File: src/hw/rtl/ba_pkg.sv
package ba_pkg;

	localparam int unsigned LEVELS_DEF = 8;
	localparam int unsigned HEAP_ORDER_RST = 16;
	localparam int unsigned MIN_ORDER_RST = 8;

	typedef enum logic [0:0] {
		OP_ALLOC = 1'b0,
		OP_FREE  = 1'b1
	} op_t;

	typedef enum logic [1:0] {
		ST_OK        = 2'd0,
		ST_ALLOC_ERR = 2'd1,
		ST_FREE_ERR  = 2'd2
	} status_t;

	typedef enum logic [0:0] {
		CFG_HEAP_ORDER = 1'b0,
		CFG_MIN_ORDER  = 1'b1
	} cfg_idx_t;

	typedef struct packed {
		logic        opcode;
		logic [31:0] request_size;
		logic [30:0] free_offset;
	} req_t;

	typedef struct packed {
		logic [1:0]  status;
		logic [30:0] block_offset;
	} rsp_t;

	// controller to datapath
	typedef struct packed {
		logic init;     // load request/config derived registers
		logic clr;      // write clear pointer entry (root block at zero, else zero), step it
		logic rd_scan;  // read table at scan pointer
		logic scan_eval;
		logic rd_buddy;
		logic merge_eval;
		logic split_step;
		logic finish;
	} ba_cmd_t;

	typedef struct packed {
		logic clr_done;
		logic pre_fail;   // request fails before touching the table
		logic is_free;
		logic scan_done;
		logic scan_hit;
		logic merge_more;
		logic split_done;
	} ba_sts_t;

endpackage

File: src/hw/rtl/ba_ram.sv
module ba_ram #(
	parameter int unsigned WIDTH = 6,
	parameter int unsigned DEPTH = 256
) (
	input  logic                     clk,
	input  logic                     we,
	input  logic [$clog2(DEPTH)-1:0] waddr,
	input  logic [WIDTH-1:0]         wdata,
	input  logic [$clog2(DEPTH)-1:0] raddr,
	output logic [WIDTH-1:0]         rdata
);

	logic [WIDTH-1:0] mem_q [DEPTH];

	always_ff @(posedge clk) begin
		if (we) begin
			mem_q[waddr] <= wdata;
		end
		rdata <= mem_q[raddr];
	end

endmodule

File: src/hw/rtl/ba_ctrl.sv
module ba_ctrl
	import ba_pkg::*;
(
	input  logic    clk,
	input  logic    arst_n,
	input  logic    req_valid,
	output logic    req_stall,
	output logic    rsp_valid,
	input  logic    rsp_stall,
	input  logic    cfg_wr,
	output logic    cfg_ready,
	output ba_cmd_t cmd,
	input  ba_sts_t sts
);

	typedef enum logic [3:0] {
		S_CLEAR, S_IDLE, S_DECIDE, S_SCAN_RD, S_SCAN_EV, S_SPLIT,
		S_FREE_RD, S_MERGE_RD, S_MERGE_EV, S_DONE, S_OUT
	} state_t;

	state_t state_q;

	assign req_stall = (state_q != S_IDLE);
	assign cfg_ready = ((state_q == S_IDLE) && !req_valid) || (state_q == S_CLEAR);
	assign rsp_valid = (state_q == S_OUT);

	always_comb begin
		cmd = '0;
		unique case (state_q)
			S_CLEAR:    cmd.clr = 1'b1;
			S_IDLE:     cmd.init = req_valid;
			S_SCAN_RD:  cmd.rd_scan = 1'b1;
			S_SCAN_EV:  cmd.scan_eval = 1'b1;
			S_SPLIT:    cmd.split_step = 1'b1;
			S_FREE_RD,
			S_MERGE_RD: cmd.rd_buddy = 1'b1;
			S_MERGE_EV: cmd.merge_eval = 1'b1;
			S_DONE:     cmd.finish = 1'b1;
			default:    cmd = '0;
		endcase
	end

	always_ff @(posedge clk or negedge arst_n) begin
		if (!arst_n) begin
			state_q <= S_CLEAR;
		end else if (cfg_wr) begin
			state_q <= S_CLEAR;
		end else begin
			unique case (state_q)
				S_CLEAR: if (sts.clr_done) state_q <= S_IDLE;
				S_IDLE: if (req_valid) state_q <= S_DECIDE;
				S_DECIDE: begin
					if (sts.pre_fail) state_q <= S_OUT;
					else if (sts.is_free) state_q <= S_FREE_RD;
					else state_q <= S_SCAN_RD;
				end
				S_SCAN_RD: state_q <= S_SCAN_EV;
				S_SCAN_EV: begin
					if (sts.scan_hit) state_q <= S_OUT;
					else if (sts.scan_done) state_q <= S_SPLIT;
					else state_q <= S_SCAN_RD;
				end
				S_SPLIT: if (sts.split_done) state_q <= S_OUT;
				S_FREE_RD: state_q <= S_MERGE_EV;
				S_MERGE_RD: state_q <= S_MERGE_EV;
				S_MERGE_EV: state_q <= sts.merge_more ? S_MERGE_RD : S_DONE;
				S_DONE: state_q <= S_OUT;
				S_OUT: if (!rsp_stall) state_q <= S_IDLE;
				default: state_q <= S_CLEAR;
			endcase
		end
	end

endmodule

File: src/hw/rtl/ba_dp.sv
module ba_dp
	import ba_pkg::*;
#(
	parameter int unsigned LEVELS = LEVELS_DEF
) (
	input  logic    clk,
	input  logic    arst_n,
	input  logic    cfg_wr,
	input  logic    cfg_index,
	input  logic [4:0] cfg_data,
	input  req_t    req,
	output rsp_t    rsp,
	input  ba_cmd_t cmd,
	output ba_sts_t sts
);

	localparam int unsigned AW = LEVELS;
	localparam int unsigned OW = $clog2(LEVELS + 1);

	logic [4:0] heap_order_q, min_order_q;
	logic [OW-1:0] lvl_q, k_q, ord_q, pick_ord_q;
	logic [AW:0] ptr_q;
	logic [AW-1:0] pick_q, u_q;
	logic found_q, pre_fail_q, is_free_q, first_q;
	rsp_t rsp_q;

	logic we;
	logic [AW-1:0] waddr, raddr;
	logic [5:0] wdata, rdata;

	ba_ram #(.WIDTH(6), .DEPTH(2**AW)) u_ram (
		.clk(clk), .we(we), .waddr(waddr), .wdata(wdata), .raddr(raddr), .rdata(rdata)
	);

	// request decode
	logic [5:0] diff6;
	logic [OW-1:0] lvl_c, k_c;
	logic [5:0] b_c, kd;
	logic small_c, pf_c;
	logic [31:0] sm1;
	logic [30:0] omask;
	logic [31:0] u32;

	always_comb begin
		small_c = heap_order_q < min_order_q;
		diff6 = {1'b0, heap_order_q} - {1'b0, min_order_q};
		if (small_c) lvl_c = '0;
		else if (diff6 > 6'(LEVELS)) lvl_c = OW'(LEVELS);
		else lvl_c = OW'(diff6);
		sm1 = req.request_size - 32'd1;
		b_c = '0;
		for (int i = 0; i < 32; i++) begin
			if (sm1[i]) b_c = 6'(i + 1);
		end
		kd = (b_c > {1'b0, min_order_q}) ? b_c - {1'b0, min_order_q} : 6'd0;
		k_c = (kd > 6'(LEVELS)) ? OW'(LEVELS) : OW'(kd);
		omask = 31'((64'd1 << min_order_q) - 64'd1);
		u32 = 32'({1'b0, req.free_offset} >> min_order_q);
		if (req.opcode == OP_FREE) begin
			pf_c = |(req.free_offset & omask) || (u32 >= (32'd1 << lvl_c));
		end else begin
			pf_c = (req.request_size == 32'd0) || small_c || (kd > 6'(lvl_c));
		end
	end

	logic [OW-1:0] e_ord, e_oc;
	assign e_ord = OW'(rdata[3:0]);
	assign e_oc = (e_ord > lvl_q) ? lvl_q : e_ord;

	logic [AW-1:0] buddy;
	assign buddy = u_q ^ AW'((AW+1)'(1) << ord_q);

	logic [AW:0] nxt_ptr;
	assign nxt_ptr = ptr_q + ((AW+1)'(1) << e_oc);

	logic [OW-1:0] sord;
	assign sord = pick_ord_q - OW'(1);

	logic hit_c, merge_ok;
	assign hit_c = !rdata[4] && (e_oc == k_q);
	assign merge_ok = rdata[5] && !rdata[4] && (e_ord == ord_q);

	always_comb begin
		we = 1'b0;
		waddr = u_q;
		wdata = '0;
		raddr = ptr_q[AW-1:0];
		if (cmd.clr) begin
			we = 1'b1;
			waddr = ptr_q[AW-1:0];
			wdata = (ptr_q == '0) ? {2'b10, 4'(lvl_c)} : 6'd0;
		end else if (cmd.scan_eval && hit_c) begin
			we = 1'b1;
			waddr = ptr_q[AW-1:0];
			wdata = {2'b11, 4'(k_q)};
		end else if (cmd.split_step && found_q) begin
			we = 1'b1;
			if (pick_ord_q > k_q) begin
				waddr = pick_q + AW'((AW+1)'(1) << sord);
				wdata = {2'b10, 4'(sord)};
			end else begin
				waddr = pick_q;
				wdata = {2'b11, 4'(k_q)};
			end
		end else if (cmd.merge_eval && first_q && !rdata[5]) begin
			we = 1'b0;
		end else if (cmd.merge_eval && !first_q && merge_ok && ord_q < lvl_q) begin
			we = 1'b1;
			waddr = (u_q < buddy) ? buddy : u_q;
			wdata = '0;
		end else if (cmd.finish && rsp_q.status == ST_OK) begin
			we = 1'b1;
			waddr = u_q;
			wdata = {2'b10, 4'(ord_q)};
		end
		if (cmd.rd_buddy) raddr = first_q ? u_q : buddy;
	end

	always_ff @(posedge clk or negedge arst_n) begin
		if (!arst_n) begin
			heap_order_q <= 5'(HEAP_ORDER_RST);
			min_order_q <= 5'(MIN_ORDER_RST);
			ptr_q <= '0;
		end else begin
			if (cfg_wr) begin
				if (cfg_index == CFG_HEAP_ORDER) heap_order_q <= cfg_data;
				else min_order_q <= cfg_data;
				ptr_q <= '0;
			end else if (cmd.clr) begin
				ptr_q <= ptr_q + (AW+1)'(1);
			end else if (cmd.init) begin
				ptr_q <= '0;
			end else if (cmd.scan_eval) begin
				ptr_q <= nxt_ptr;
			end
		end
	end

	always_ff @(posedge clk) begin
		if (cmd.clr) begin
			lvl_q <= lvl_c;
		end
		if (cmd.init) begin
			k_q <= k_c;
			pre_fail_q <= pf_c;
			is_free_q <= (req.opcode == OP_FREE);
			found_q <= 1'b0;
			first_q <= 1'b1;
			u_q <= AW'(u32);
			rsp_q.status <= (req.opcode == OP_FREE) ? ST_FREE_ERR : ST_ALLOC_ERR;
			rsp_q.block_offset <= '0;
		end
		if (cmd.scan_eval) begin
			if (hit_c) begin
				rsp_q.status <= ST_OK;
				rsp_q.block_offset <= 31'(32'(ptr_q[AW-1:0]) << min_order_q);
			end else if (!rdata[4] && e_oc > k_q && !found_q) begin
				found_q <= 1'b1;
				pick_q <= ptr_q[AW-1:0];
				pick_ord_q <= e_ord;
			end
		end
		if (cmd.split_step && found_q) begin
			if (pick_ord_q > k_q) begin
				pick_ord_q <= sord;
			end else begin
				rsp_q.status <= ST_OK;
				rsp_q.block_offset <= 31'(32'(pick_q) << min_order_q);
			end
		end
		if (cmd.merge_eval) begin
			first_q <= 1'b0;
			if (first_q) begin
				ord_q <= e_ord;
				if (rdata[5]) rsp_q.status <= ST_OK;
			end else if (merge_ok && ord_q < lvl_q) begin
				u_q <= (u_q < buddy) ? u_q : buddy;
				ord_q <= ord_q + OW'(1);
			end
		end
	end

	always_comb begin
		sts.clr_done = ptr_q[AW-1:0] == '1;
		sts.pre_fail = pre_fail_q;
		sts.is_free = is_free_q;
		sts.scan_done = nxt_ptr >= ((AW+1)'(1) << lvl_q);
		sts.scan_hit = hit_c;
		sts.split_done = !found_q || (pick_ord_q <= k_q);
		if (first_q) sts.merge_more = rdata[5] && (e_ord < lvl_q);
		else sts.merge_more = merge_ok && (ord_q + OW'(1) < lvl_q);
		rsp = rsp_q;
	end

endmodule

File: src/hw/rtl/buddy_allocator.sv
// allocate: a serial table scan, then a split pass when no block of the exact order is free
// free: one table read per merge level
// one request at a time; result held until taken
// reset and every configuration write start a clearing pass over the whole table
module buddy_allocator
	import ba_pkg::*;
#(
	parameter int unsigned LEVELS = LEVELS_DEF
) (
	input  logic       clk,
	input  logic       arst_n,
	input  logic       req_valid,
	output logic       req_stall,
	input  req_t       req,
	output logic       rsp_valid,
	input  logic       rsp_stall,
	output rsp_t       rsp,
	input  logic       cfg_valid,
	output logic       cfg_ready,
	input  logic [0:0] cfg_index,
	input  logic [4:0] cfg_data
);

	ba_cmd_t cmd;
	ba_sts_t sts;
	logic cfg_wr;

	assign cfg_wr = cfg_valid && cfg_ready;

	ba_ctrl u_ctrl (
		.clk(clk), .arst_n(arst_n), .req_valid(req_valid), .req_stall(req_stall),
		.rsp_valid(rsp_valid), .rsp_stall(rsp_stall), .cfg_wr(cfg_wr),
		.cfg_ready(cfg_ready), .cmd(cmd), .sts(sts)
	);

	ba_dp #(.LEVELS(LEVELS)) u_dp (
		.clk(clk), .arst_n(arst_n), .cfg_wr(cfg_wr), .cfg_index(cfg_index),
		.cfg_data(cfg_data), .req(req), .rsp(rsp), .cmd(cmd), .sts(sts)
	);

endmodule
File: config.mk
export PLATFORM = sky130hd
export DESIGN_NAME = buddy_allocator
export DESIGN_NICKNAME = d
export VERILOG_FILES = /design/src/hw/rtl/ba_pkg.sv /design/src/hw/rtl/ba_ram.sv /design/src/hw/rtl/ba_ctrl.sv /design/src/hw/rtl/ba_dp.sv /design/src/hw/rtl/buddy_allocator.sv
export SDC_FILE = /design/constraint.sdc
export NUM_CORES = 2
export LEC_CHECK = 0
export BUFFER_PORTS_ARGS = -buffer_cell sky130_fd_sc_hd__buf_2
export CAP_MARGIN = 20
export CORE_MARGIN = 8
export CORE_UTILIZATION = 30
export DETAILED_ROUTE_END_ITERATION = 16
export GPL_TIMING_DRIVEN = 0
export PLACE_DENSITY = 0.48
export SLEW_MARGIN = 20
export SYNTH_ARGS = -nofsm -noshare
export SYNTH_HDL_FRONTEND = slang
export SYNTH_SLANG_ARGS = --single-unit
File: constraint.sdc
create_clock -name clk -period 14.3 [get_ports clk]
set_input_delay 1.43 -clock clk [delete_from_list [all_inputs] [get_ports clk]]
set_output_delay 1.43 -clock clk [all_outputs]
set_load 0.005 [all_outputs]
### Word level (Yosys, flattened, before mapping)

Memories as Yosys holds them, arrays and structs flattened. A register that Yosys moved wholly into a read port is not among the register bits.
Cells that the tools add are included.

| storage, ports and cells | value |
|---|---|
| register bits | 92 |
| bits in latches | 0 |
| bits in writable memories | 1,536 |
| bits in read-only memories | 0 |
| memories kept | 1 |

Memories:

| name | depth | width | rd ports | clocked after memory_dff | wr ports | line | source |
|---|---|---|---|---|---|---|---|
| u_dp.u_ram.mem_q | 256 | 6 | 1 | 1 | 1 | ba_ram.sv:13 | `logic [WIDTH-1:0] mem_q [DEPTH];` |

| operators by class | value |
|---|---|
| $add $sub $neg | 9 |
| multipliers | 0 |
| div/mod/pow operators | 0 |
| order comparisons | 15 |
| equal/unequal tests | 19 |
| shift operators | 9 |
| muxes and demuxes | 110 |
| bitwise gates (word level) | 4 |
| reduce and logical (&&, ||, !) cells | 41 |

Operators with widths:

| cell | count |
|---|---|
| 2-to-1 mux 6 bit | 39 |
| 2-to-1 mux 33 bit | 5 |
| 2-to-1 mux 8 bit | 14 |
| 2-to-1 mux 4 bit | 18 |
| left shift 8 x 5 -> 31 bit | 2 |
| case mux 4 bit (10 select lines) | 1 |
| 2-to-1 mux 9 bit | 4 |
| greater-or-equal comparator 32 bit | 1 |
| logical NOT 32 bit | 1 |
| left shift 1 x 4 -> 32 bit, first input constant | 1 |
| right shift 31 x 5 -> 32 bit | 1 |
| subtractor 32 x 1 -> 32 bit, second input constant | 1 |
| bitwise AND 31 bit | 1 |
| OR reduction 31 bit | 1 |
| left shift 1 x 5 -> 31 bit, first input constant | 1 |
| subtractor 31 x 1 -> 31 bit, second input constant | 1 |
| 2-to-1 mux 1 bit | 22 |
| logical AND 1 bit | 18 |
| left shift 1 x 4 -> 9 bit, first input constant | 2 |
| equality test 4 x 3 -> 1 bit, second input constant | 4 |
| left shift 1 x 4 -> 8 bit, first input constant | 2 |
| equality test 4 bit, second input constant | 3 |
| > comparator 4 bit | 3 |
| > comparator 6 x 4 -> 1 bit, second input constant | 2 |
| 38 further kinds | 59 |

### Longest topological paths before layout

| logic depth | value |
|---|---|
| depth in word-level cells | 38 |
| gate-level depth with buffers | 28 |
| mapped depth without buffers | 28 |

### Cells and area by module

A second synthesis with hierarchy kept.

| unflattened totals | value |
|---|---|
| cells, all modules | 4,646 |
| area total of the unflattened synthesis | 72,410.7 um2 |

Modules (own cells, without submodules):

| module | instances | cells an instance | area each (um2) |
|---|---|---|---|
| ba_ram | 1 | 2,964 | 60,073.9 |
| ba_dp | 1 | 1,615 | 11,842.6 |
| ba_ctrl | 1 | 66 | 488.0 |
| buddy_allocator | 1 | 1 | 6.3 |

### Worst setup path before layout

Ideal clock, no wire load.

| timing path | value |
|---|---|
| kind | register to register |
| from | register u_dp.min_order_q[2] |
| to | memory u_dp.u_ram.mem_q[0][1] (data pin) |
| setup time | 2.189 ns |
| data arrival time | 12.888 ns |
| setup slack | -0.777 ns |
| cell stages (with the launch flop) | 14 |
| buffers on the path | 4 |
| clock period less this slack | 15.077 ns |
| cell sequence | dfrtp_1 -> clkbuf_1 -> inv_2 -> buf_1 -> buf_1 -> clkbuf_1 -> ha_1 -> a21oi_1 -> nor2b_1 -> nor3_1 -> o21ai_0 -> a22oi_1 -> nand2_1 -> o21ai_0 |

| between the ends | value |
|---|---|
| longest elaborated chain between the ends | 6 |
| elaborated cells on any way between the ends | 7 |

RTL lines:

| item | line | source |
|---|---|---|
| from (decl) | ba_dp.sv:20 | `logic [4:0] heap_order_q, min_order_q;` |
| from (signal assigned) | ba_dp.sv:122 | `min_order_q <= 5'(MIN_ORDER_RST);` |
| from (signal assigned) | ba_dp.sv:127 | `else min_order_q <= cfg_data;` |
| subtractor 5 x 5 -> 6 bit | ba_dp.sv:46 | `diff6 = {1'b0, heap_order_q} - {1'b0, min_order_q};` |
| > comparator 6 x 4 -> 1 bit | ba_dp.sv:48 | `else if (diff6 > 6'(LEVELS)) lvl_c = OW'(LEVELS);` |
| 2-to-1 mux 4 bit | ba_dp.sv:48 |  |
| 2-to-1 mux 4 bit * | ba_dp.sv:47 | `if (small_c) lvl_c = '0;` |
| 2-to-1 mux 6 bit * | ba_dp.sv:91 | `wdata = (ptr_q == '0) ? {2'b10, 4'(lvl_c)} : 6'd0;` |
| 2-to-1 mux 6 bit * | ba_dp.sv:88 | `if (cmd.clr) begin` |
| via u_dp.u_ram.wdata[1] | ba_ram.sv:8 | `input logic [WIDTH-1:0] wdata,` |
| to (decl) | ba_ram.sv:13 |  |

The timed path passes the listed nets; every way through them passes the cells marked *.

### Final worst setup path

| timing path | value |
|---|---|
| from | register u_dp.lvl_q[1] |
| to | memory u_dp.u_ram.mem_q[214][1] (enable) |

| between the ends | value |
|---|---|
| longest elaborated chain between the ends | 9 |
| elaborated cells on any way between the ends | 19 |

RTL lines:

| item | line | source |
|---|---|---|
| from (decl) | ba_dp.sv:21 | `logic [OW-1:0] lvl_q, k_q, ord_q, pick_ord_q;` |
| from (signal assigned) | ba_dp.sv:141 | `lvl_q <= lvl_c;` |
| > comparator 4 bit or < comparator 4 bit (tied branches) | ba_dp.sv:68, ba_dp.sv:107 |  |
| 2-to-1 mux 4 bit or logical AND 1 bit (tied branches) | ba_dp.sv:68, ba_dp.sv:107 |  |
| equality test 4 bit or 2-to-1 mux 1 bit (tied branches) | ba_dp.sv:80, ba_dp.sv:107 |  |
| logical AND 1 bit or 2-to-1 mux 1 bit (tied branches) | ba_dp.sv:80, ba_dp.sv:105 |  |
| logical AND 1 bit or 2-to-1 mux 1 bit (tied branches) | ba_dp.sv:92, ba_dp.sv:96 |  |
| 2-to-1 mux 1 bit | ba_dp.sv:92 | `end else if (cmd.scan_eval && hit_c) begin` |
| 2-to-1 mux 1 bit | ba_dp.sv:88 |  |
| 2-to-1 mux 1 bit | ba_ram.sv:16 | `if (we) begin` |
| 2-to-1 mux 1 bit (implied by the code) | ba_ram.sv:17 | `mem_q[waddr] <= wdata;` |

Several ways; a longest one is shown, not always the timed one.

==> flow_summary_export.csv <==
group,metric,value,unit
global_routing,antenna_found_initial,24,
setup_path,worst_setup_path_end_kind,"register",
sta,totalNegativeSetupSlack,0,ns
sta,finalMaxSlewViolations,0,
floorplan,die_height,512,µm
global_routing,grt_max_degree,69,
setup_path,crit_family,"simple AND/OR/NAND/NOR gates",
global_routing,globalRouteMet1Util,29.8,%
clocking,clock_tree_from_tritoncts,"yes",
clocking,post-cts-setup-buffers,0,
route,drc,0,
floorplan,design.die.area,262000,µm²
placed_design,place_worst_setup_slack,6.11,ns
clocking,clock_path_buffers,3,
sta,fmax,0.127,GHz
clocking,cts.sink_count,1634,
setup_path,crit_slowest_cell,"nand4b_2",
route,drt_first_pass_iters,6,
logic_synthesis,synth-edff-count,1566,
power_and_ir_drop,worst_ir_drop_vdd,112,µV
placed_design,port_buffers,102,
route,drt_iter0_drc,7466,
power_and_ir_drop,power_density,226,nW/µm²
setup_path,cp_slowest_stage_delay,0.90,ns
sta,max-slew-margin-rel,11.8,%
logic_synthesis,syn-mean-instance-area,12.5,µm²
layout,final_common_cell,"edfxtp_1",
global_routing,first_global_vias,51511,
sta,timing.final.hold_violations,0,
layout,nFillCells,23964,
logic_synthesis,synth_cell_type_count,94,
global_routing,groute.layer.met3.usage,4.70,%
logic_synthesis,synth_mux_area_share,4.41,%
floorplan,floorplan.die.width,512,µm
global_routing,met2_use_gr,33.9,%
route,detail_route.wirelength,301000,µm
clocking,cts.repair.resized,0,
worst_hold_path,hold_path.class,"reg -> reg",
sta,unrepaired_setup_endpoints_after_global_routing,"no",
power_and_ir_drop,total_leakage_power,29.3,nW
logic_synthesis,asyncSetResetFlopFracSynth,1.41,%
logic_synthesis,ys_seq_elements,1634,
route,route.vias.total,54131,
floorplan,number_of_top_level_pins,111,
global_routing,grt_pass1_wl,412000,µm
logic_synthesis,synth_top_family_by_area,"simple AND/OR/NAND/NOR gates",
sta,post-route-min-period,7.89,ns
logic_synthesis,post_synth_and_or_nand_nor_area_fraction,13.4,%
setup_path,worst-setup-path-type,"reg -> reg",
clocking,post_cts_clock_slew_at_the_launch_and_capture_registers_of_the_worst_setup_and_hold_paths,0.06,ns
global_routing,grt-busiest-layer,"met2",
floorplan,rows,182,
layout,layout-area-overhead-vs-synth,16.2,%
placed_design,dp_hpwl,222000,µm
layout,layout.cells.most_common_list,"edfxtp_1 (1566), nand2_1 (1053), nor2_1 (391)",
sta,report.final.setup_viol,0,
logic_synthesis,compound_cell_area_share_of_the_yosys_netlist,11.3,%
status,status,"finished clean",
clocking,later_pin_clock_latency_in_the_skew_report,0.88,ns
setup_path,critPathRequiredTime,14.74,ns
run,max_cap_viol_count,0,
sta,clock_skew,0.0844,ns
logic_synthesis,syn_inst,5892,
sta,post-route-period-util,55.1,%
setup_path,critical_path.max_fanout,10,
setup_path,worst-r2r-setup-slack,6.41,ns
clocking,cts.hold.buffers_added,0,
setup_path,setup.worst_path.start_class,"register",
logic_synthesis,synth_seq_area_share,65.8,%
logic_synthesis,synthesis.yosys.warnings,0,
setup_path,worst_path_most_repeated_cell,"nor2_1",
clocking,ctsRootBufferMaster,"clkbuf_16",
setup_path,worstPathBufferInverterCount,5,
logic_synthesis,cell_area_after_synthesis,73700,µm²
layout,design.final.nets,6415,
placed_design,gp_congestion,0.932,
global_routing,grt_overflow_total,0,
route,drt.antenna.violating_nets,0,
logic_synthesis,synth_xor_xnor_area_share,0.589,%
clocking,clock_buffers_created_by_tritoncts,174,
global_routing,grt.total_usage,22.0,%
clocking,htreeDepth,4,
logic_synthesis,synthAdderAreaFrac,1.71,%
sta,timing.final.ws_setup,6.41,ns
layout,final_layout_size_suffix_gt1_share,11.0,%
floorplan,core-area,245000,µm²
route,wl_per_cell,31.3,µm
sta,tightest_pin_transition,1.32,ns
route,viasPerCell,5.63,
setup_path,timing.critical_path.arrival,8.32,ns
setup_path,crit_path_cell_trace,"inv_1 > ha_1 > nor2b_1 > o21a_1 > o21a_1 > o21ai_1 > mux2i_1 > inv_1 > ha_1 > nand4_1 > nor2_1 > nand2_1 > nand2_1 > nor2_1 > a221oi_1 > clkbuf_4 > buf_4 > nand4b_2 > buf_2 > nor2_1",
logic_synthesis,postSynth.topFlopCell,"edfxtp_1",
floorplan,start_util,30.1,%
-- stage by stage --
stage	hold WS, ns	power (mW)	area (µm²)	utilization (%)	cells
after global placement	0.465	14.6	78200	31.9	9220
after floorplan	0.449	10.4	73700	-	5898
after global routing	0.482	19.9	85600	34.9	9610
after detailed placement	0.466	14.6	79900	32.6	9285
after CTS	0.479	19.1	85600	34.9	9607
final	0.479	19.4	85600	35.0	9619
-- registers in the layout, indices dropped and copies added, names as in the netlist, 4 cells and up --
signal	flops
u_dp.lvl_q	4
u_dp.u_ram.rdata	6
u_dp.ord_q	4
u_dp.ptr_q	9
u_dp.min_order_q	5
u_dp.u_q	8
u_dp.k_q	4
u_dp.heap_order_q	5
u_ctrl.state_q	4
u_dp.pick_ord_q	4
u_dp.pick_q	8
u_dp.rsp	33
u_dp.u_ram.mem_q	1536
-- metal layers --
| layer | vias up | share of wire (%) |
|---|---|---|
| li1 | 23213 | - |
| met1 | 27531 | 42 |
| met2 | 2833 | 44 |
| met3 | 550 | 8.8 |
| met4 | 4 | 5.2 |
| met5 | - | 0.0096 |
-- synthesized netlist by cell type, types with 45 or more instances --
cell | instances | area [µm²]
nand4_1 | 60 | 375
dfxtp_1 | 45 | 901
nor3_1 | 46 | 230
o21ai_0 | 145 | 726
a311o_1 | 50 | 500
a31oi_1 | 121 | 757
clkbuf_1 | 259 | 972
inv_1 | 56 | 210
nand2b_1 | 46 | 288
a32oi_1 | 83 | 727
buf_1 | 51 | 191
edfxtp_1 | 1566 | 47000
and3_1 | 195 | 1220
a31o_2 | 45 | 394
nand3_1 | 220 | 1100
ha_1 | 92 | 1150
a21oi_1 | 160 | 801
buf_2 | 106 | 531
mux2i_1 | 248 | 2480
a211oi_1 | 193 | 1450
nand2_1 | 1054 | 3960
nor2_1 | 392 | 1470
-- area by class of cell --
| type | instances | area (µm²) | area share, % |
|---|---|---|---|
| multi-input combinational | 3780 | 23300 | 27.2 |
| antenna | 9 | 22.5 | 0.0263 |
| sequential | 1634 | 48500 | 56.6 |
| clock buffer | 213 | 4540 | 5.31 |
| buffer | 425 | 1810 | 2.12 |
| tap | 3220 | 4030 | 4.70 |
| timing repair buffer | 170 | 2070 | 2.42 |
| clock inverter | 109 | 1140 | 1.33 |
| inverter | 59 | 221 | 0.259 |
-- where the power goes --
group          internal [mW]  switching [mW]
Clock                   2.52            2.02
Sequential              5.51           0.174
Combinational           2.45            6.72
-- path summary, 6_finish.rpt --
path                               start                       end  cells past startpoint
setup reg to reg           u_dp.lvl_q[1]  u_dp.u_ram.mem_q[214][1]                     20
hold / removal               u_dp.rsp[9]               u_dp.rsp[9]                      1
hold reg to reg              u_dp.rsp[9]               u_dp.rsp[9]                      1
min in group asynchronous         arst_n      u_dp.heap_order_q[0]                      1
setup / recovery           u_dp.lvl_q[1]  u_dp.u_ram.mem_q[214][1]                     20
max in group asynchronous         arst_n             u_dp.ptr_q[3]                      1
-- kinds of logic after synthesis --
family | Yosys count
XOR/XNOR | 48
AND/OR/NAND/NOR | 2176
multiplexers | 302
flip-flops | 1634
adder cells (fa/ha/maj) | 99
buffers and inverters | 484
other | 1
AO/OA/AOI/OAI | 1148
Power figures use the tool's default switching activity.
